File: config.mk
export PLATFORM = sky130hd
export DESIGN_NAME = aip_queue
export DESIGN_NICKNAME = d
export VERILOG_FILES = /design/src/rtl/aip_pkg.sv /design/src/rtl/aip_queue.sv
export SDC_FILE = /design/constraint.sdc
export NUM_CORES = 1
export LEC_CHECK = 0
export ABC_AREA = 1
export BUFFER_PORTS_ARGS = -buffer_cell sky130_fd_sc_hd__buf_2
export CAP_MARGIN = 30
export CELL_PAD_IN_SITES_DETAIL_PLACEMENT = 0
export CELL_PAD_IN_SITES_GLOBAL_PLACEMENT = 1
export CORE_AREA = 2 2 170 172
export DETAILED_ROUTE_END_ITERATION = 16
export DIE_AREA = 0 0 172 174
export GPL_TIMING_DRIVEN = 0
export PLACE_DENSITY = 0.84
export SKIP_CTS_REPAIR_TIMING = 1
export SYNTH_ARGS = -nofsm -noshare
export SYNTH_HDL_FRONTEND = slang
export SYNTH_SLANG_ARGS = --single-unit
export TNS_END_PERCENT = 50
File: constraint.sdc
create_clock -name clk_i -period 3.5 [get_ports clk_i]
set_input_delay 0.7 -clock clk_i [delete_from_list [all_inputs] [get_ports clk_i]]
set_output_delay 0.7 -clock clk_i [all_outputs]
set_load 0.02 [all_outputs]
File: src/rtl/aip_pkg.sv
`timescale 1ns / 1ps
// aip_pkg: shared types and constants of the ascii integer literal parser
// depends on nothing; imported by every rtl module and the checker

package aip_pkg;

  localparam int unsigned QUEUE_DEPTH = 4;

  localparam logic [7:0] CH_MINUS  = 8'h2d;
  localparam logic [7:0] CH_TILDE  = 8'h7e;
  localparam logic [7:0] CH_DOLLAR = 8'h24;
  localparam logic [7:0] CH_STAR   = 8'h2a;
  localparam logic [7:0] CH_ZERO   = 8'h30;
  localparam logic [7:0] CH_X_UP   = 8'h58;
  localparam logic [7:0] CH_X_LOW  = 8'h78;

  typedef enum logic [2:0] {
    PH_START  = 3'd0,
    PH_SIGNED = 3'd1,
    PH_ZERO   = 3'd2,
    PH_DEC    = 3'd3,
    PH_HEX    = 3'd4
  } phase_e;

  typedef enum logic [1:0] {
    SG_NONE = 2'd0,
    SG_NEG  = 2'd1,
    SG_INV  = 2'd2
  } sign_e;

  typedef enum logic [1:0] {
    OP_COMPOSE = 2'd0,
    OP_FINISH  = 2'd1,
    OP_BOTH    = 2'd2
  } op_kind_e;

  typedef enum logic [1:0] {
    BK_IDLE  = 2'd0,
    BK_SUM   = 2'd1,
    BK_APPLY = 2'd2
  } bk_state_e;

  typedef struct packed {
    logic [7:0] char_in;
    logic       last;
  } aip_in_t;

  typedef struct packed {
    logic signed [63:0] value;
    logic [7:0]         consumed;
  } aip_out_t;

  typedef struct packed {
    op_kind_e    kind;
    sign_e       sign;
    logic [63:0] factor;
    logic [7:0]  consumed;
  } aip_op_t;

endpackage

File: src/rtl/aip_queue.sv
`timescale 1ns / 1ps
// aip_queue: short first-in first-out queue of requests between front and back
// depends on aip_pkg for the request struct and its depth

module aip_queue import aip_pkg::*; (
  input  logic    clk_i,
  input  logic    rst_ni,
  input  logic    push_i,
  input  aip_op_t op_i,
  output logic    full_o,
  input  logic    pop_i,
  output logic    empty_o,
  output aip_op_t head_o
);

  localparam int unsigned AW = $clog2(QUEUE_DEPTH);

  aip_op_t     mem_q [QUEUE_DEPTH];
  logic [AW-1:0] wr_q, rd_q;
  logic [AW:0]   fill_q;

  assign full_o  = (fill_q == (AW+1)'(QUEUE_DEPTH));
  assign empty_o = (fill_q == '0);
  assign head_o  = mem_q[rd_q];

  always_ff @(posedge clk_i) begin
    if (push_i) begin
      mem_q[wr_q] <= op_i;
    end
  end

  always_ff @(posedge clk_i or negedge rst_ni) begin
    if (!rst_ni) begin
      wr_q   <= '0;
      rd_q   <= '0;
      fill_q <= '0;
    end else begin
      if (push_i) begin
        wr_q <= wr_q + AW'(1);
      end
      if (pop_i) begin
        rd_q <= rd_q + AW'(1);
      end
      if (push_i && !pop_i) begin
        fill_q <= fill_q + (AW+1)'(1);
      end else if (pop_i && !push_i) begin
        fill_q <= fill_q - (AW+1)'(1);
      end
    end
  end

endmodule

==> results of run 1 <==
per-stage QoR:
step           hold WS [ns]  utilization, %
2_1_floorplan         0.404               -
3_3_place_gp          0.479            51.8
3_5_place_dp          0.500            52.2
4_1_cts              0.0186            56.0
5_1_grt              0.0291            56.0
6_report             0.0375            56.0
layout by cell type, fill, tap and decap left out, types with 7 or more instances in the layout:
| master | n |
|---|---|
| buf_12 | 10 |
| nand2_1 | 241 |
| buf_2 | 170 |
| inv_1 | 159 |
| dfrtp_1 | 7 |
| o211ai_1 | 19 |
| clkbuf_1 | 11 |
| buf_6 | 19 |
| clkbuf_16 | 37 |
| o211ai_2 | 133 |
| edfxtp_1 | 304 |
flip-flops by register name, summed over array words and instances (netlist names):
name	cells
mem_q	304
rd_q	2
fill_q	3
wr_q	2
per-layer routing:
layer  GRT usage, %  vias to the layer above  share of wire, %
met3           4.69                       41               6.5
met5              0                        -             0.098
met4           4.24                        4               1.5
met2           32.0                      180                49
li1               -                     3653                 -
met1           24.1                     3637                43
power breakdown:
part           internal, µW  leakage (µW)  total [µW]  switching, µW
sequential             4880       0.00288        5080            206
clock                  2070      0.000524        3410           1340
combinational          2130       0.00310        6060           3930
logic make-up after synthesis:
kind of cell	Yosys count	synth area share, %
buffers and inverters	216	8.96
DFF	311	69.7
and+or+nand+nor	245	6.93
adders and majority gates	6	0.618
xor gates and xnor gates	4	0.262
AOI/OAI and AO/OA	153	13.6
worst register-to-register path: cells and delay by family (launching register included):
kind	cells	cell delay [ns]
flip-flops	1	0.42
buffers and inverters	3	0.89
AND/OR/NAND/NOR	1	0.08
adder cells (fa/ha/maj)	1	0.15
area by class of cell:
type                    instances  area, µm²  area share (%)
flip-flops and latches        311       9300            58.8
repair buffers                161        896            5.66
multi-input cells             408       2860            18.0
plain buffers                  52        579            3.66
clock inverters                13        111           0.704
clock buffers                  47        963            6.09
diodes                          1       2.50          0.0158
inverters                     164        628            3.97
well taps                     384        480            3.04
path summary, 6_finish.rpt:
path | depth (start not counted) | slack (ns) | to | start
max | 6 | 0.92 | head_o[66] | rd_q[1]
min | 1 | 0.04 | rd_q[0] | rst_ni
max reg2reg | 5 | 1.60 | mem_q[2][13] | wr_q[0]
min reg2reg | 2 | 0.51 | fill_q[2] | fill_q[2]
max in group asynchronous | 1 | 3.29 | fill_q[2] | rst_ni
min in group clk_i | 1 | 0.41 | mem_q[3][73] | op_i[73]
==> results.sh, run 1 <==
export IMPL_worstSetupPathType="reg -> out"
export IMPL_power_total_uw=14500
export IMPL_p_per_area_nw_per_um2=919
export IMPL_power_leakage_uw=0.00650
export IMPL_relSlewSlack_pct=57.5
export IMPL_synth_edf_count=304
export IMPL_rsz0062_at_grt="false"
export IMPL_grt_max_degree=50
export IMPL_clock_path_buffers=3
export IMPL_area_growth_pct=18.4
export IMPL_fin_crit_sh_pct=73.7
export IMPL_die_w_um=172
export IMPL_cts_tree="built"
export IMPL_synth_nets=1021
export IMPL_skew_ns=0.0115
export IMPL_min_path_type="in -> async"
export IMPL_fmax_mhz=387
export IMPL_async_reset_ff_share_pct=2.25
export IMPL_nNetsFinal=1218
export IMPL_outcome="complete, no violations"
export IMPL_port_buffers=157
export IMPL_die_area_um2=29900
export IMPL_end_kind="output port"
export IMPL_path_clk_slew_ns=0.06
export IMPL_synth_ff_type="edfxtp_1"
export IMPL_ys_seq_elements=311
export IMPL_synth_cells=935
export IMPL_worstPathRequired_ns=2.80
export IMPL_numClockSinks=311
export IMPL_n_fill_cell=2303
export IMPL_cp_arrival_ns=1.88
export IMPL_synth_most_common_cell="edfxtp_1"
export IMPL_period_minus_slack_ns=2.58
export IMPL_coreArea_um2=28200
export IMPL_boundaryPins=158
export IMPL_pre_cts_ws_ns=1.12
export IMPL_critical_path_max_fanout=10
export IMPL_worstSetupStartpointType="register"
export IMPL_tns_ns=0
export IMPL_avgSynthCellArea_um2=14.3
export IMPL_ys_top_cells_by_count="edfxtp_1, nand2_1, inv_1"
export IMPL_layout_drive_gt1_share_pct=34.2
export IMPL_stdcell_area_um2=15800
export IMPL_setup_viol=0
export IMPL_dr_first_iter_drc_count=408
export IMPL_maxCapViolCount=0
export IMPL_grt_pass1_wl_mm=42.4
export IMPL_rows=62
export IMPL_cp_cell_sequence="buf_6, inv_4, buf_2, o211ai_2, nand2_1, buf_2"
export IMPL_synth_warning_count=0
export IMPL_drtPass1Iterations=5
export IMPL_critPathSlowestCell="dfrtp_1"
export IMPL_vias=7515
export IMPL_worst_path_buf_inv=4
export IMPL_dpl_cell_area_um2=14700
export IMPL_synth_top_area_share_pct=68.3
export IMPL_cts_buffers=34
export IMPL_synth_distinct_cells=22
export IMPL_stdcell_count=1541
export IMPL_grt_pass1_vias=7693
export IMPL_h_tree_depth=2
export IMPL_start_util_pct=47.3
export IMPL_grt_antenna_before_repair=3
export IMPL_worst_pin_slew_ns=0.638
export IMPL_dieHeight_um=174
export IMPL_dp_hpwl_mm=17.6
export IMPL_ys_seq_area_share_pct=69.7
export IMPL_syn_area_um2=13400
export IMPL_peakVddDrop_mv=0.805
export IMPL_avgViaCountPerCell=4.88
export IMPL_ant_nets=0
export IMPL_ys_top_cells_by_area="edfxtp_1, o211ai_2, nand2_1, inv_1, buf_6"
export IMPL_dp_cells=1480
export IMPL_finalHoldViolCount=0
export IMPL_wire_per_inst_um=17.9
export IMPL_clk_insertion_delay_late_ns=0.50
export IMPL_grtUsageTotal_pct=18.7
export IMPL_globalplace_congestion=0.735
export IMPL_fin_ws_ns=0.919
export IMPL_timing_final_max_slew_violations=0
export IMPL_gr_total_overflow=0
export IMPL_cpPeakStageDelay_ns=0.38
export IMPL_cts_root_buffer_cell="clkbuf_16"
export IMPL_drt_wl_total_mm=27.6
export IMPL_yosysTopAreaCell="edfxtp_1"
export IMPL_path_common_cell="buf_2"
export IMPL_drc=0
export IMPL_crit_family="buffers and inverters"
(Power assumes the default switching activity.)
==> inputs of run 2 (changes only) <==
- ABC_AREA: 1 -> 0
- CORE_AREA: 2 2 170 172 -> 2 2 162 164
- DIE_AREA: 0 0 172 174 -> 0 0 164 166
- PLACE_DENSITY: 0.84 -> 0.79
- clock period: 3.5 -> 2.25 ns (I/O delays scaled with it)
==> results.sh, run 2 <==
export IMPL_cts_buffers=31
export IMPL_start_util_pct=44.4
export IMPL_r2r_cells=4
export IMPL_synth_edf_count=304
export IMPL_wire_per_inst_um=21.1
export IMPL_ys_seq_area_share_pct=81.8
export IMPL_n_fill_cell=1921
export IMPL_synth_nets=518
export IMPL_cp_arrival_ns=2.03
export IMPL_hold_depth=1
export IMPL_timing_final_max_slew_violations=0
export IMPL_rows=59
export IMPL_clock_path_buffers=3
export IMPL_synth_ff_type="edfxtp_1"
export IMPL_grtUsageTotal_pct=15.5
export IMPL_r2r_slack_ns=0.34
export IMPL_grt_pass1_wl_mm=32.4
export IMPL_dieHeight_um=166
export IMPL_final_cell_mix="edfxtp_1, buf_2, mux4_2, clkbuf_16, buf_6"
export IMPL_drtPass1Iterations=4
export IMPL_coreArea_um2=25600
export IMPL_dp_hpwl_mm=13.0
export IMPL_ys_top_cells_by_count="edfxtp_1, mux4_2, buf_2"
export IMPL_fin_ws_ns=-0.234
export IMPL_peakVddDrop_mv=0.922
export IMPL_synth_most_common_cell="edfxtp_1"
export IMPL_h_tree_depth=1
export IMPL_die_w_um=164
export IMPL_syn_area_um2=11400
export IMPL_rsz0062_at_grt="true"
export IMPL_area_growth_pct=24.6
export IMPL_maxCapViolCount=0
export IMPL_reg_top3="mem_q (304), fill_q (3)"
export IMPL_synth_warning_count=0
export IMPL_port_buffers=157
export IMPL_worstSetupStartpointType="register"
export IMPL_vias=5155
export IMPL_utilization_pct=55.3
export IMPL_ys_seq_elements=311
export IMPL_ys_top_cells_by_area="edfxtp_1, mux4_2, dfrtp_1, ha_1, buf_12"
export IMPL_power_leakage_uw=0.00494
export IMPL_critical_path_max_fanout=8
export IMPL_ant_nets=0
export IMPL_cts_tree="built"
export IMPL_largest_register_ffs=304
export IMPL_path_clk_slew_ns=0.06
export IMPL_period_minus_slack_ns=2.48
export IMPL_end_kind="output port"
export IMPL_numClockSinks=311
export IMPL_min_path_type="in -> reg"
export IMPL_r2r_end="mem_q[0][69]"
export IMPL_synth_top_area_share_pct=80.3
export IMPL_layout_drive_gt1_share_pct=48.8
export IMPL_drt_wl_total_mm=21.1
export IMPL_synth_cells=432
export IMPL_min_delay_start="op_i[34]"
export IMPL_rr_startpoint="wr_q[0]"
export IMPL_dr_first_iter_drc_count=340
export IMPL_gr_total_overflow=0
export IMPL_globalplace_congestion=0.698
export IMPL_worstPathRequired_ns=1.80
export IMPL_violations="setup timing"
export IMPL_setup_viol=76
export IMPL_p_per_area_nw_per_um2=1400
export IMPL_regMostFlops="mem_q"
export IMPL_grt_antenna_before_repair=0
export IMPL_die_area_um2=27200
export IMPL_finalHoldViolCount=0
export IMPL_async_reset_ff_share_pct=2.25
export IMPL_relSlewSlack_pct=58.9
export IMPL_synth_distinct_cells=21
export IMPL_stdcell_area_um2=14200
export IMPL_skew_ns=0.00570
export IMPL_grt_pass1_vias=5721
export IMPL_drc=0
export IMPL_avgSynthCellArea_um2=26.3
export IMPL_grt_max_degree=43
export IMPL_yosysTopAreaCell="edfxtp_1"
export IMPL_outcome="finished, violations left"
export IMPL_fin_crit_sh_pct=110
export IMPL_avgViaCountPerCell=5.15
export IMPL_dpl_cell_area_um2=12700
export IMPL_nNetsFinal=728
export IMPL_worstSetupStartpoint="rd_q[0]"
export IMPL_boundaryPins=158
export IMPL_antenna_cells=0
export IMPL_final_common_cell="edfxtp_1"
export IMPL_clk_insertion_delay_late_ns=0.54
export IMPL_cts_root_buffer_cell="clkbuf_16"
export IMPL_min_to="mem_q[3][34]"
export IMPL_worst_pin_slew_ns=0.616
export IMPL_fmax_mhz=403
export IMPL_worstSetupPathType="reg -> out"
run 2: cell types whose count changed in the layout (fill, tap and decap cells not counted), moves of 19 or more:
cell / change
buf_2: -36
o211ai_1: -19
o211ai_2: -133
nand2_1: -239
inv_1: -155
mux4_2: +76
run 2: kinds of logic after synthesis:
group	after synthesis	share of synthesized area, %
XOR/XNOR	6	0.462
adder cells (fa/ha/maj)	6	0.726
buffers and inverters	22	1.36
AND/OR/NAND/NOR	9	0.429
flip-flops	311	81.8
multiplexers	77	15.2
AO/OA/AOI/OAI	1	0.0440
run 2: final cells by class:
cell class	instances	area [µm²]	area share [%]
buffer	18	235	1.66
clock inverter	25	224	1.58
sequential	311	9300	65.6
timing repair buffer	177	1270	9.00
inverter	4	15.0	0.106
tap	335	419	2.96
clock buffer	32	779	5.50
multi-input combinational	99	1920	13.6
run 2: through the flow:
step	hold slack (ns)	setup TNS (ns)	power [µW]	setup WS, ns	instances
floorplan	0.154	-80.81	12000	-0.566	432
global placement	0.287	-343.70	13900	-1.86	924
detailed placement	0.301	0	14100	0.129	928
CTS	-0.286	-27.56	19100	-0.466	985
global route	0.0939	-19.88	20800	-0.314	1001
finish	0.121	-13.28	19800	-0.234	1001
run 2: worst max-delay path: stages (launching register included):
cell	delay [ns]
dfrtp_1	0.37
buf_12	0.15
buf_12	0.14
clkbuf_16	0.15
mux4_2	0.51
buf_6	0.15
run 2: per-layer routing:
metal | track usage [%] | wire length, µm | vias to the layer above
met5 | 0 | 0 | -
met4 | 3.78 | 371 | 0
met3 | 3.10 | 1210 | 35
met2 | 26.7 | 10700 | 147
met1 | 20.3 | 8810 | 2689
li1 | - | - | 2284
run 2: where the power goes:
group / internal [µW] / total, µW / leakage (µW) / switching [µW]
Sequential: 7570 / 7830 / 0.00287 / 257
Clock: 2960 / 5020 / 0.000505 / 2060
Combinational: 3320 / 6990 / 0.00156 / 3670
Total: 13900 / 19800 / 0.00494 / 5980
run 2: worst max-delay path by stage:
stage | cells after the start | slack [ns] | endpoint
global route | 5 | -0.31 | head_o[47]
finish | 5 | -0.23 | head_o[47]
global placement | 2 | -1.86 | mem_q[3][31]
CTS | 5 | -0.47 | head_o[29]
detailed placement | 5 | 0.13 | head_o[29]
floorplan | 3 | -0.57 | mem_q[1][0]
==> inputs of run 3 (changes only) <==
- CAP_MARGIN: 30 -> 20
- CORE_AREA: 2 2 162 164 -> 2 2 154 156
- DIE_AREA: 0 0 164 166 -> 0 0 156 158
- PLACE_DENSITY: 0.79 -> 0.83
- clock period: 2.25 -> 2.3 ns (I/O delays scaled with it)
==> results.sh, run 3 (synthesis results as in run 2) <==
export IMPL_outcome="finished, violations left"
export IMPL_violations="setup timing"
export IMPL_grt_met3_usage_pct=3.86
export IMPL_globalplace_congestion=0.710
export IMPL_grtUsageMet1_pct=21.7
export IMPL_skew_ns=0.0116
export IMPL_top_usage_layer="met2"
export IMPL_r2r_cells=4
export IMPL_drt_wl_total_mm=20.5
export IMPL_wire_per_inst_um=21.7
export IMPL_layout_drive_gt1_share_pct=46.4
export IMPL_h_tree_depth=1
export IMPL_setup_viol=76
export IMPL_fin_ws_ns=-0.193
export IMPL_nNetsFinal=715
export IMPL_cts_buffers=30
export IMPL_crit_path_end="head_o[54]"
export IMPL_gr_total_overflow=0
export IMPL_worstSetupStartpoint="rd_q[0]"
export IMPL_stdcell_area_um2=13800
export IMPL_maxCapViolCount=0
export IMPL_grt_max_degree=47
export IMPL_worstPathRequired_ns=1.84
export IMPL_power_total_uw=18700
export IMPL_path_clk_slew_ns=0.06
export IMPL_r2r_slack_ns=0.45
export IMPL_cts_root_buffer_cell="clkbuf_16"
export IMPL_vias=5068
export IMPL_worstSetupStartpointType="register"
export IMPL_die_area_um2=24600
export IMPL_fmax_mhz=401
export IMPL_ant_nets=0
export IMPL_cts_tree="built"
export IMPL_drc=0
export IMPL_grtUsageTotal_pct=16.6
export IMPL_power_leakage_uw=0.00479
export IMPL_final_common_cell="edfxtp_1"
export IMPL_period_minus_slack_ns=2.49
export IMPL_numClockSinks=311
export IMPL_r2r_end="mem_q[0][75]"
export IMPL_critical_path_max_fanout=6
export IMPL_dp_hpwl_mm=12.7
export IMPL_peakVddDrop_mv=0.886
export IMPL_end_kind="output port"
export IMPL_avgViaCountPerCell=5.36
export IMPL_clk_insertion_delay_late_ns=0.54
export IMPL_grt_antenna_before_repair=4
export IMPL_relSlewSlack_pct=63.6
export IMPL_largest_register_ffs=304
export IMPL_rsz0062_at_grt="true"
export IMPL_final_cell_mix="edfxtp_1, buf_2, mux4_2, clkbuf_16, buf_6"
export IMPL_port_buffers=157
export IMPL_dpl_cell_area_um2=12600
export IMPL_rr_startpoint="wr_q[0]"
export IMPL_cp_arrival_ns=2.03
export IMPL_regMostFlops="mem_q"
export IMPL_start_util_pct=49.3
export IMPL_worstSetupPathType="reg -> out"
export IMPL_boundaryPins=158
export IMPL_dr_first_iter_drc_count=292
export IMPL_min_path_type="in -> reg"
export IMPL_area_growth_pct=21.8
export IMPL_dieHeight_um=158
export IMPL_worst_pin_slew_ns=0.546
export IMPL_die_w_um=156
export IMPL_coreArea_um2=23100
export IMPL_clock_path_buffers=3
export IMPL_reg_top3="mem_q (304), fill_q (3)"
export IMPL_drtPass1Iterations=4
export IMPL_fin_crit_sh_pct=108
export IMPL_grt_pass1_vias=5538
export IMPL_timing_final_max_slew_violations=0
export IMPL_grt_pass1_wl_mm=30.9
export IMPL_finalHoldViolCount=0
export IMPL_rows=56
export IMPL_p_per_area_nw_per_um2=1350
export IMPL_grt_util_met2_pct=28.2
[run 3: changes by cell type in the layout (fill, tap and decap cells not counted), sizes merged]
| cell | before | now |
|---|---|---|
| diode | 0 | 2 |
| clkinv | 19 | 16 |
| clkinvlp | 1 | 2 |
| clkbuf | 40 | 39 |
| buf | 186 | 177 |
| bufinv | 4 | 3 |
[run 3: critical path: stages, from the launching register on]
cell       delay, ns
dfrtp_1         0.35
buf_6           0.16
buf_12          0.15
clkbuf_16       0.15
mux4_2          0.52
buf_6           0.15
[run 3: worst min-delay path by stage]
| stage | slack, ns | from | end | depth (start not counted) |
|---|---|---|---|---|
| after floorplan | 0.16 | rst_ni | fill_q[0] | 0 |
| after global placement | 0.30 | rst_ni | fill_q[1] | 1 |
| after detailed placement | 0.31 | rst_ni | fill_q[2] | 1 |
| after CTS | -0.27 | rst_ni | fill_q[2] | 1 |
| after global routing | 0.12 | op_i[35] | mem_q[2][35] | 1 |
| final | 0.13 | op_i[54] | mem_q[0][54] | 1 |
[run 3: area by class of cell]
class | count | area (µm²)
Sequential cell | 311 | 9300
Fill cell | 1590 | 9210
Multi-Input combinational cell | 99 | 1920
Timing Repair Buffer | 165 | 1080
Clock buffer | 34 | 787
Tap cell | 290 | 363
Buffer | 18 | 198
Clock inverter | 22 | 178
Inverter | 4 | 15.0
Antenna cell | 2 | 5.00
[run 3: through the flow]
step	std cells	TNS, ns	setup slack, ns	hold slack [ns]	utilization [%]
finish	945	-10.06	-0.193	0.134	60.1
global route	944	-15.40	-0.242	0.121	60.1
CTS	939	-24.92	-0.464	-0.269	59.0
detailed placement	883	0	0.118	0.308	54.8
global placement	879	-335.86	-1.84	0.301	54.3
floorplan	432	-73.21	-0.516	0.164	-
[run 3: report_power, final]
| group | switching, µW | internal (µW) | total (µW) |
|---|---|---|---|
| logic | 3480 | 2840 | 6320 |
| registers | 247 | 7410 | 7650 |
| clock network | 1950 | 2770 | 4730 |
| total | 5680 | 13000 | 18700 |
[run 3: layer usage]
metal	part of all wire [%]	vias up
met2	50	150
met3	5.9	39
li1	-	2258
met4	2.1	2
met1	42	2619
met5	0.059	-
