`src/rtl/aip_pkg.sv`:
```
`timescale 1ns / 1ps
// aip_pkg: shared types and constants of the ascii integer literal parser
// depends on nothing; imported by every rtl module and the checker

package aip_pkg;

  localparam int unsigned QUEUE_DEPTH = 4;

  localparam logic [7:0] CH_MINUS  = 8'h2d;
  localparam logic [7:0] CH_TILDE  = 8'h7e;
  localparam logic [7:0] CH_DOLLAR = 8'h24;
  localparam logic [7:0] CH_STAR   = 8'h2a;
  localparam logic [7:0] CH_ZERO   = 8'h30;
  localparam logic [7:0] CH_X_UP   = 8'h58;
  localparam logic [7:0] CH_X_LOW  = 8'h78;

  typedef enum logic [2:0] {
    PH_START  = 3'd0,
    PH_SIGNED = 3'd1,
    PH_ZERO   = 3'd2,
    PH_DEC    = 3'd3,
    PH_HEX    = 3'd4
  } phase_e;

  typedef enum logic [1:0] {
    SG_NONE = 2'd0,
    SG_NEG  = 2'd1,
    SG_INV  = 2'd2
  } sign_e;

  typedef enum logic [1:0] {
    OP_COMPOSE = 2'd0,
    OP_FINISH  = 2'd1,
    OP_BOTH    = 2'd2
  } op_kind_e;

  typedef enum logic [1:0] {
    BK_IDLE  = 2'd0,
    BK_SUM   = 2'd1,
    BK_APPLY = 2'd2
  } bk_state_e;

  typedef struct packed {
    logic [7:0] char_in;
    logic       last;
  } aip_in_t;

  typedef struct packed {
    logic signed [63:0] value;
    logic [7:0]         consumed;
  } aip_out_t;

  typedef struct packed {
    op_kind_e    kind;
    sign_e       sign;
    logic [63:0] factor;
    logic [7:0]  consumed;
  } aip_op_t;

endpackage

```
`src/rtl/aip_front.sv`:
```
`timescale 1ns / 1ps
// aip_front: per-character scanner; tracks phase, sign, factor digits and count
// depends on aip_pkg; pushes compose and finish requests toward aip_queue

module aip_front import aip_pkg::*; #(
  parameter int unsigned HEX_DIGITS = 8,
  parameter int unsigned COUNT_MAX  = 255
) (
  input  logic    clk_i,
  input  logic    rst_ni,
  input  logic    in_valid_i,
  output logic    in_ready_o,
  input  aip_in_t in_data_i,
  input  logic    q_full_i,
  output logic    push_o,
  output aip_op_t op_o
);

  localparam int unsigned CW = $clog2(COUNT_MAX + 1);
  localparam int unsigned HW = $clog2(HEX_DIGITS + 1);

  phase_e      phase_q, phase_d;
  sign_e       sign_q, sign_d;
  logic [63:0] factor_q, factor_d;
  logic [HW-1:0] hex_q, hex_d;
  logic [CW-1:0] count_q, count_d;
  logic        sent_q, sent_d;

  logic        fire;
  logic        ended;
  logic        compose;
  logic        bump;
  logic        done;
  logic        blank;
  logic        is_hex;
  logic [3:0]  hex_val;
  logic [CW-1:0] count_b;
  logic [HW:0] hex_next;

  assign in_ready_o = !q_full_i;
  assign fire       = in_valid_i && in_ready_o;
  assign blank      = (in_data_i.char_in inside {[8'd1:8'd32]});
  assign hex_next   = {1'b0, hex_q} + (HW+1)'(1);

  always_comb begin
    is_hex  = 1'b1;
    hex_val = 4'h0;
    case (in_data_i.char_in) inside
      [8'h30:8'h39]: hex_val = 4'(in_data_i.char_in - 8'h30);
      [8'h41:8'h46]: hex_val = 4'(in_data_i.char_in - 8'h37);
      [8'h61:8'h66]: hex_val = 4'(in_data_i.char_in - 8'h57);
      default:       is_hex  = 1'b0;
    endcase
  end

  // scan one character, with the fall-through between phases
  always_comb begin
    phase_d  = phase_q;
    sign_d   = sign_q;
    factor_d = factor_q;
    hex_d    = hex_q;
    ended    = 1'b0;
    compose  = 1'b0;
    bump     = 1'b0;
    done     = 1'b0;
    if (phase_d == PH_START) begin
      if (blank) begin
        bump = 1'b1;
        done = 1'b1;
      end else if (in_data_i.char_in == CH_MINUS) begin
        sign_d  = SG_NEG;
        bump    = 1'b1;
        phase_d = PH_SIGNED;
        done    = 1'b1;
      end else if (in_data_i.char_in == CH_TILDE) begin
        sign_d  = SG_INV;
        bump    = 1'b1;
        phase_d = PH_SIGNED;
        done    = 1'b1;
      end else begin
        phase_d = PH_SIGNED;
      end
    end
    if (!done && phase_d == PH_SIGNED) begin
      if (in_data_i.char_in == CH_DOLLAR) begin
        bump    = 1'b1;
        hex_d   = '0;
        phase_d = PH_HEX;
        done    = 1'b1;
      end else if (in_data_i.char_in == CH_ZERO) begin
        bump    = 1'b1;
        phase_d = PH_ZERO;
        done    = 1'b1;
      end else begin
        phase_d = PH_DEC;
      end
    end
    if (!done && phase_d == PH_ZERO) begin
      if (in_data_i.char_in == CH_X_UP || in_data_i.char_in == CH_X_LOW) begin
        bump    = 1'b1;
        hex_d   = '0;
        phase_d = PH_HEX;
        done    = 1'b1;
      end else begin
        phase_d = PH_DEC;
      end
    end
    if (!done) begin
      case (phase_d)
        PH_DEC: begin
          if (in_data_i.char_in inside {[8'h30:8'h39]}) begin
            factor_d = (factor_q << 3) + (factor_q << 1) + 64'(hex_val);
            bump     = 1'b1;
          end else if (in_data_i.char_in == CH_STAR) begin
            compose  = 1'b1;
            bump     = 1'b1;
            sign_d   = SG_NONE;
            factor_d = '0;
            phase_d  = PH_START;
          end else begin
            ended = 1'b1;
          end
        end
        PH_HEX: begin
          if (hex_q == '0 && blank) begin
            bump = 1'b1;
          end else if (is_hex) begin
            factor_d = {factor_q[59:0], hex_val};
            bump     = 1'b1;
            hex_d    = hex_next[HW-1:0];
            ended    = (hex_next >= (HW+1)'(HEX_DIGITS));
          end else begin
            ended = 1'b1;
          end
        end
        default: ended = 1'b1;
      endcase
    end
  end

  assign count_b = (bump && count_q != CW'(COUNT_MAX)) ? count_q + CW'(1) : count_q;

  always_comb begin
    push_o      = 1'b0;
    sent_d      = sent_q;
    op_o.sign   = sign_q;
    op_o.factor = compose ? factor_q : factor_d;
    op_o.consumed = 8'(count_b);
    op_o.kind   = OP_FINISH;
    if (compose && (ended || in_data_i.last)) begin
      op_o.kind = OP_BOTH;
    end else if (compose) begin
      op_o.kind = OP_COMPOSE;
    end
    if (!compose) begin
      op_o.sign = sign_d;
    end
    if (fire && !sent_q) begin
      push_o = compose || ended || in_data_i.last;
      sent_d = ended || in_data_i.last;
    end
    if (fire && in_data_i.last) begin
      sent_d = 1'b0;
    end
  end

  always_ff @(posedge clk_i or negedge rst_ni) begin
    if (!rst_ni) begin
      phase_q  <= PH_START;
      sign_q   <= SG_NONE;
      factor_q <= '0;
      hex_q    <= '0;
      count_q  <= '0;
      sent_q   <= 1'b0;
    end else if (fire) begin
      sent_q <= sent_d;
      if (in_data_i.last) begin
        phase_q  <= PH_START;
        sign_q   <= SG_NONE;
        factor_q <= '0;
        hex_q    <= '0;
        count_q  <= '0;
      end else if (!sent_q) begin
        phase_q  <= phase_d;
        sign_q   <= sign_d;
        factor_q <= factor_d;
        hex_q    <= hex_d;
        count_q  <= count_b;
      end
    end
  end

endmodule

```
`config.mk`:
```
export PLATFORM = sky130hd
export DESIGN_NAME = aip_front
export DESIGN_NICKNAME = d
export VERILOG_FILES = /design/src/rtl/aip_pkg.sv /design/src/rtl/aip_front.sv
export SDC_FILE = /design/constraint.sdc
export NUM_CORES = 1
export LEC_CHECK = 0
export BUFFER_PORTS_ARGS = -buffer_cell sky130_fd_sc_hd__buf_2
export CAP_MARGIN = 0
export CORE_MARGIN = 2
export CORE_UTILIZATION = 67
export CTS_CLUSTER_SIZE = 8
export DETAILED_ROUTE_END_ITERATION = 12
export PLACE_DENSITY = 0.85
export SLEW_MARGIN = 5
export SYNTH_ARGS = -nofsm -noshare
export SYNTH_HDL_FRONTEND = slang
export SYNTH_SLANG_ARGS = --single-unit
```
`constraint.sdc`:
```
create_clock -name clk_i -period 12.75 [get_ports clk_i]
set_clock_uncertainty 0.15 [all_clocks]
set_input_delay 1.275 -clock clk_i [delete_from_list [all_inputs] [get_ports clk_i]]
set_output_delay 1.275 -clock clk_i [all_outputs]
set_load 0.02 [all_outputs]
```
==> results by group, run 1 <==
Run status
  • Outcome: finished, final reports clean

Synthesis
  • Number of flops mapped to enable cells by yosys: 0
  • Main combinational cell family by area after synthesis: compound AO/OA/AOI/OAI gates
  • Ranking of synthesized cells by area: dfrtp_1 21%, ha_1 16%, nand2_1 6.6%, a21oi_1 4.6%, o21ai_0 4.6%
  • Syn_nets: 1391
  • Yosys warns: 0
  • Complex-gate fraction of the synthesized area: 32.9%
  • Asr flop ratio synth: 100%
  • Xor-xnor portion of the synthesized cell area: between 5 and 6%
  • Cell variety after synth: 86
  • Adder-Cell Fraction of Synth Area: 16.8%
  • Post-synthesis mux area share: less than 1%
  • Synth top area share: between 20% and 30%
  • Commonest cells in the netlist: 172 x nand2_1, 129 x ha_1, 91 x a21oi_1, 90 x o21ai_0, 82 x dfrtp_1
  • Yosys reg bits: 82
  • Post-synth top area cell: dfrtp_1
  • Synthesized area: between 0.009 and 0.01 mm2
  • Syn Area/Cell: about 8 um2
  • Post-Synth Simple-Gate Area: 18.5%
  • Cells after synthesis: about 1200
  • Synth Flop Type: dfrtp_1
  • Sequential cell area fraction in the yosys report: between 20% and 30%
  • Most frequent cell after synthesis: nand2_1

Worst setup path
  • CP max stage delay: 0.76 ns
  • Worst r2r src: factor_q[0]$_DFFE_PN0P_
  • Crit path buf inv count: 3
  • Setup crit start: in_data_i[1]
  • Levels on crit path: 21
  • R2R Setup Slk: 8.25 ns
  • Worst-path maximum fanout: 12
  • Worst reg2reg path endpoint: factor_q[49]$_DFFE_PN0P_
  • Most used cell, CP: o21ai_1
  • Worst EP required: around 11 ns
  • Critical Path Source Type: primary input
  • Critical path, cell by cell: buf_2, inv_1, ha_1, nor2_1, o21ai_0, nor2b_1, a21o_1, fa_1, ha_1, a211oi_1, o21ai_1, o211ai_1, o21ai_1, a41oi_1, o21ai_1, a311oi_1, o21ai_0, xnor2_1, a222oi_1, nand2_1, buf_2
  • Critical path's top delay family: compound AO/OA/AOI/OAI gates
  • Critical setup path kind: in2out
  • Worst Setup End Kind: primary output
  • Crit path to: op_o[71]
  • Worst endpoint data arrival time: 6.87 ns
  • R2R depth: 13
  • Slowest stage cell, crit path: nor2b_1

Timing
  • Final setup fails: 0
  • Final period util: 65.1%
  • Worst setup margin: roughly 4.5 ns
  • Slew at the pin closest to its max-slew limit: 1.10 ns
  • Min Tclk post-route: 8.30 ns
  • Setup TNS Final: 0 ns
  • Max Fclk: 121 MHz
  • Relative slew margins: 26.5%
  • RSZ-0062 raised after global routing: false
  • Pins Over Slew Limit: 0
  • Final Hold Fails: 0

GRT
  • Grt total ovfl: 0
  • Largest net degree at the start of global routing: 51
  • GRT Resource Usage Total: between 30% and 40%
  • First-pass GRT wire length: between 40000 and 50000 um
  • Vias in the first global route: between 9000 and 10000
  • Antenna violations before repair: 0

Route
  • Drt pass-1 iters: 7
  • Via count of the routed design: between 10000 and 15000
  • Post-route ant nets: 0
  • Via density: about 7
  • Initial DRC count: 1201
  • Drt wl/cell: roughly 20 um
  • WL final: 30300 um
  • Drt drc: 0

Floorplanning
  • # rows: 44
  • DIE AREA: between 0.015 and 0.02 mm2
  • Core area: between 0.01 and 0.015 mm2
  • Die X: 125 um
  • Io pins: 91
  • Chip height: 125 um
  • Initial core utilization: 68.1%

Place
  • Setup Slack @ Placement: 4.53 ns
  • Placed inst area: 0.0103 mm2
  • RePlAce Congestion: 1.00
  • Buffers on Ports: 90
  • Dpl hpwl: about 22000 um

Clock tree
  • TritonCTS clock tree: done
  • Clock latency on the worst-skew pair: approximately 0.36 ns
  • Post-CTS Hold Fix Bufs: 0
  • Inserted Clock Buffers: 9
  • Resized cells post-CTS: 0
  • Clk sinks: between 80 and 90
  • Root buffer cell: clkbuf_16
  • Postcts setup bufs: 0
  • H-tree level count: 3
  • CTS Buffer Depth: 2
  • CTS clk-pin slew, worst paths: 0.07 ns

Final layout
  • Final Cell Area: 0.0106 mm2
  • Fillers: 1186
  • Area growth syn-to-layout: 7.74%
  • Layout cells sized above 1: 11.2%
  • Final core utilization: 73.4%
  • Area of the multi-input gates: 0.00733 mm2
  • Storage cell area: approximately 0.0021 mm2
  • Layout Nets: ~1400

Power
  • Worst vdd ir: 0.0564 mV
  • Overall Power: 632 uW
  • Pwr/cell area: 59.7 mW/mm2
  • LEAKAGE: between 5 and 6 nW

Hold path
  • Worst hold path type: reg2reg

Run
  • Max-cap violations: 0
==> cells in the final DEF, fill, tap and decap left out, drive strengths merged, types with 11 or more instances in the layout <==
cell / Yosys / layout
nand4: 18 / 18
a22oi: 33 / 33
nand2: 174 / 174
clkbuf: 53 / 11
nor2: 73 / 73
a21oi: 91 / 91
xnor2: 34 / 34
a221o: 12 / 12
a31oi: 14 / 14
buf: 16 / 101
a21o: 51 / 51
a22o: 26 / 26
o21ai: 130 / 130
nand3: 28 / 28
dfrtp: 82 / 82
ha: 129 / 129
o21bai: 12 / 12
nor3: 23 / 23
inv: 39 / 40
a222oi: 30 / 30
nor2b: 15 / 15
xor2: 29 / 29
==> metrics by stage <==
step	std cells	hold WS, ns
finish	1480	0.363
global route	1479	0.399
CTS	1479	0.366
detailed placement	1463	0.357
global placement	1463	0.345
floorplan	1247	0.326
==> state kept, by name, summed over array words and instances, names as in the netlist <==
name      cells
count_q       8
factor_q     64
hex_q         4
phase_q       3
sent_q        1
sign_q        2
==> cell families after synthesis <==
logic type,Yosys count
AOI/OAI and AO/OA,474
adders and majority gates,131
muxes,5
and+or+nand+nor,383
buffers and inverters,109
xor gates and xnor gates,63
DFF,82
==> report_power, final <==
part | total, mW | leakage (nW) | internal, mW | switching, mW
clock | 0.265 | 0.146 | 0.144 | 0.121
combinational | 0.0974 | 4.23 | 0.0235 | 0.0739
sequential | 0.270 | 1.14 | 0.263 | 0.00715
total | 0.632 | 5.52 | 0.430 | 0.202
==> cell type report <==
type                            instances  share of cell area [%]
Clock inverter                          5                   0.343
Tap cell                              184                    2.17
Antenna cell                            1                  0.0236
Sequential cell                        82                    19.4
Multi-Input combinational cell       1056                    69.2
Timing Repair Buffer                  101                    5.06
Clock buffer                           11                    2.39
Inverter                               40                    1.42
==> per-layer routing <==
layer | share of wire, % | wire length (um) | track usage (%)
met5 | 0 | 0 | 0
met4 | 4.2 | 1270 | 19.1
met3 | 9.1 | 2770 | 5.31
met2 | 45 | 13600 | 58.8
met1 | 42 | 12600 | 52.8
==> how the worst min path moves through the flow <==
stage                               endpoint  cells past startpoint                      from
finish                count_q[5]$_DFFE_PN0P_                      1    count_q[5]$_DFFE_PN0P_
global route          count_q[6]$_DFFE_PN0P_                      1    count_q[6]$_DFFE_PN0P_
CTS                   count_q[5]$_DFFE_PN0P_                      1    count_q[5]$_DFFE_PN0P_
detailed placement    count_q[5]$_DFFE_PN0P_                      1    count_q[5]$_DFFE_PN0P_
global placement    factor_q[63]$_DFFE_PN0P_                      2  factor_q[63]$_DFFE_PN0P_
floorplan             count_q[5]$_DFFE_PN0P_                      1    count_q[5]$_DFFE_PN0P_
Note: power is estimated with default switching activity, not from simulation.
==> run 2, diff against run 1 <==
--- a/config.mk
+++ b/config.mk
@@ -8,10 +8,10 @@
 export BUFFER_PORTS_ARGS = -buffer_cell sky130_fd_sc_hd__buf_2
 export CAP_MARGIN = 0
 export CORE_MARGIN = 2
-export CORE_UTILIZATION = 67
+export CORE_UTILIZATION = 62
 export CTS_CLUSTER_SIZE = 8
 export DETAILED_ROUTE_END_ITERATION = 12
-export PLACE_DENSITY = 0.85
+export PLACE_DENSITY = 0.79
 export SLEW_MARGIN = 5
 export SYNTH_ARGS = -nofsm -noshare
 export SYNTH_HDL_FRONTEND = slang
==> constraint.sdc (replaced) <==
create_clock -name clk_i -period 7.9 [get_ports clk_i]
set_clock_uncertainty 0.15 [all_clocks]
set_input_delay 0.79 -clock clk_i [delete_from_list [all_inputs] [get_ports clk_i]]
set_output_delay 0.79 -clock clk_i [all_outputs]
set_load 0.02 [all_outputs]
==> run 2 against run 1 <==
Effect of this change:
- critical path depth up 3
- first-iteration DRC count down 7.0%
- non-clock buffer count up 1
- via count down 2.9%
- critical endpoint is now op_o[70]
- sequential power is 61% higher
- highest routed layer unchanged
- global-route usage decreased by 2.9 points
- combinational power increased by 61%
- largest power group unchanged
- largest cell class unchanged
==> results by group, run 2 (synthesis results as in run 1) <==
Final layout
  • Fillers: 1375 (+16%)
  • Largest register FFs: 64 (unchanged)
  • Reg with most FFs: factor_q
  • Layout cells sized above 1: 11.3% (+0.069 points)
  • Commonest non-fill, non-tap cell in the layout: nand2_1
  • Area growth syn-to-layout: 8.19%
  • Layout Nets: 1435 (+0.070%)
  • Commonest non-fill, non-tap cells in the layout: 172 x nand2_1, 129 x ha_1, 91 x a21oi_1, 90 x o21ai_0, 89 x buf_2
  • Area of the multi-input gates: 0.00733 mm2 (unchanged)
  • Registers with the most flip-flops: factor_q: 64 flops, count_q: 8 flops, hex_q: 4 flops
  • Final Cell Area: 0.0106 mm2 (+0.41%)
  • Storage cell area: 0.00205 mm2 (unchanged)
  • Layout Cells excl Fill: 1513 (+2.2%)

GRT
  • Vias in the first global route: 9459 (-3.3%)
  • Met3 Use GR: 4.67% (-0.63 points)
  • Antenna violations before repair: 0 (unchanged)
  • GRT met1 Usage: 45.9% (-6.9 points)
  • Grt total ovfl: 0 (unchanged)
  • GRT Resource Usage Total: 35.3% (-2.9 points)
  • First-pass GRT wire length: 47800 um (-3.7%)
  • Met2 Track Usage GR: 58.6% (-0.18 points)
  • Top Usage Layer GRT: met2
  • Largest net degree at the start of global routing: 46 (-9.8%)

Timing
  • Setup TNS Final: 0 ns (unchanged)
  • Slew at the pin closest to its max-slew limit: 1.17 ns (+0.0672 ns)
  • Final setup fails: 0 (unchanged)
  • Worst setup margin: 0.664 ns (-3.79 ns)
  • Max Fclk: 138 MHz
  • Pins Over Slew Limit: 0 (unchanged)
  • RSZ-0062 raised after global routing: false
  • Min Tclk post-route: 7.24 ns
  • Relative slew margins: 21.5% (-5.0 points)
  • Final Hold Fails: 0 (unchanged)
  • Final period util: 91.6%

Clock tree
  • Resized cells post-CTS: 0 (unchanged)
  • Post-CTS Hold Fix Bufs: 0 (unchanged)
  • CTS clk-pin slew, worst paths: 0.07 ns (about the same)
  • CTS Buffer Depth: 2 (unchanged)
  • Inserted Clock Buffers: 9 (unchanged)
  • H-tree level count: 3 (unchanged)
  • Clk sinks: 82 (unchanged)
  • Clock latency on the worst-skew pair: 0.36 ns (about the same)
  • Root buffer cell: clkbuf_16
  • Postcts setup bufs: 0 (unchanged)
  • TritonCTS clock tree: done

Hold path
  • Worst hold path type: in2async

Route
  • Via density: 6.67 (-5.0%)
  • Post-route ant nets: 0 (unchanged)
  • Drt pass-1 iters: 8 (+1)
  • Drt wl/cell: 19.7 um (-3.5%)
  • Initial DRC count: 1117 (-7.0%)
  • WL final: 29900 um (-1.3%)
  • Via count of the routed design: 10093 (-2.9%)
  • Drt drc: 0 (unchanged)

Floorplanning
  • Core area: 0.0157 mm2 (+8.9%)
  • # rows: 46 (+4.5%)
  • Chip height: 130 um (+3.8%)
  • Die X: 130 um (+3.8%)
  • DIE AREA: 0.0169 mm2 (+7.8%)
  • Initial core utilization: 62.5% (-5.6 points)
  • Io pins: 91 (unchanged)

Worst setup path
  • R2R Setup Slk: 3.23 ns (-5.02 ns)
  • Critical Path Source Type: primary input
  • Critical path, cell by cell: buf_2, inv_1, ha_1, nor3b_1, a311oi_2, nor2b_1, o21ai_0, o21ai_0, ha_1, ha_1, inv_1, fa_1, nor2b_1, o21ai_1, o21ai_1, a41oi_1, o21ai_1, a21oi_1, o211ai_1, a21oi_1, o31a_1, xnor2_1, a221o_1, buf_2
  • Worst Setup End Kind: primary output
  • CP max stage delay: 0.57 ns (-0.19 ns)
  • Worst EP required: 6.96 ns (-4.36 ns)
  • Crit path buf inv count: 4 (+1)
  • Critical path's top delay family: compound AO/OA/AOI/OAI gates
  • Worst-path maximum fanout: 9 (-3)
  • Critical setup path kind: in2out
  • Worst endpoint data arrival time: 6.30 ns (-0.57 ns)
  • Slowest stage cell, crit path: a311oi_2

Run
  • Max-cap violations: 0 (unchanged)

Place
  • Placed inst area: 0.0103 mm2 (+0.46%)
  • Setup Slack @ Placement: 0.926 ns (-3.60 ns)
  • Dpl hpwl: 21400 um (-2.2%)
  • Placed cells: 1496 (+2.3%)
  • Buffers on Ports: 90 (unchanged)
  • RePlAce Congestion: 0.983 (-1.7%)

Power
  • LEAKAGE: 5.51 nW (-0.18%)
  • Reg power frac: 42.7% (about the same)
  • Worst vdd ir: 0.119 mV (+110%)
  • P_int: 681 uW (+58%)
  • Part of the power in combinational logic: 15.4% (about the same)
  • Clock share of power: 42.0% (+0.2 points)
  • Overall Power: 1.02 mW (+62%)
  • Pwr/cell area: 96.2 mW/mm2 (+61%)
  • Net Sw Power: 341 uW (+69%)
  • Sw Share: 33.4% (+1.4 points)

Run status
  • Outcome: finished, final reports clean
-- run 2: cell count changes in the layout (fill, tap and decap cells not counted) --
| cell | previous run | this run |
|---|---|---|
| clkinvlp_4 | 0 | 3 |
| clkbuf_8 | 2 | 0 |
| clkinv_2 | 2 | 0 |
| buf_4 | 12 | 13 |
| clkinv_4 | 2 | 1 |
| inv_6 | 1 | 2 |
| inv_8 | 0 | 1 |
-- run 2: worst reg2reg max path, delay by kind of cell (launching register included) --
| kind | cells | cell delay (ns) |
|---|---|---|
| flops | 1 | 0.49 |
| compound gates | 10 | 2.86 |
| fa+ha+maj | 2 | 0.88 |
| xor+xnor | 1 | 0.18 |
-- run 2: layout make-up --
class	count	share of cell area, %
clock inverters	7	0.565
multi-input cells	1056	68.9
clock buffers	9	2.12
inverters	40	1.41
flip-flops and latches	82	19.3
well taps	216	2.54
diodes	1	0.0235
repair buffers	102	5.11
-- run 2: power by group through the flow --
stage | logic [mW] | clock network (mW) | registers, mW
after global routing | 0.167 | 0.445 | 0.437
after CTS | 0.155 | 0.430 | 0.436
after floorplan | 0.104 | 0 | 0.437
final | 0.157 | 0.429 | 0.436
after global placement | 0.152 | 0 | 0.444
after detailed placement | 0.154 | 0 | 0.444
-- run 2: path summary, 6_finish.rpt --
path,start,endpoint,cells after the start
setup reg to reg,factor_q[0]$_DFFE_PN0P_,factor_q[63]$_DFFE_PN0P_,13
max in group asynchronous,rst_ni,factor_q[17]$_DFFE_PN0P_,2
hold reg to reg,count_q[5]$_DFFE_PN0P_,count_q[5]$_DFFE_PN0P_,1
min in group clk_i,count_q[5]$_DFFE_PN0P_,count_q[5]$_DFFE_PN0P_,1
setup / recovery,in_data_i[1],op_o[70],24
hold / removal,rst_ni,count_q[6]$_DFFE_PN0P_,1
-- run 2: layer usage --
metal | share of wire (%) | wire, um | vias up
met4 | 3.6 | 1070 | 0
met3 | 6.6 | 1960 | 74
met5 | 0 | 0 | -
met1 | 42 | 12700 | 4800
met2 | 47 | 14100 | 427
li1 | - | - | 4792
-- run 2: per-stage QoR --
step / util (%) / hold WS (ns)
4_1_cts: 67.6 / 0.258
2_1_floorplan: - / 0.326
6_report: 67.6 / 0.230
5_1_grt: 67.6 / 0.283
3_5_place_dp: 65.8 / 0.353
3_3_place_gp: 65.8 / 0.349
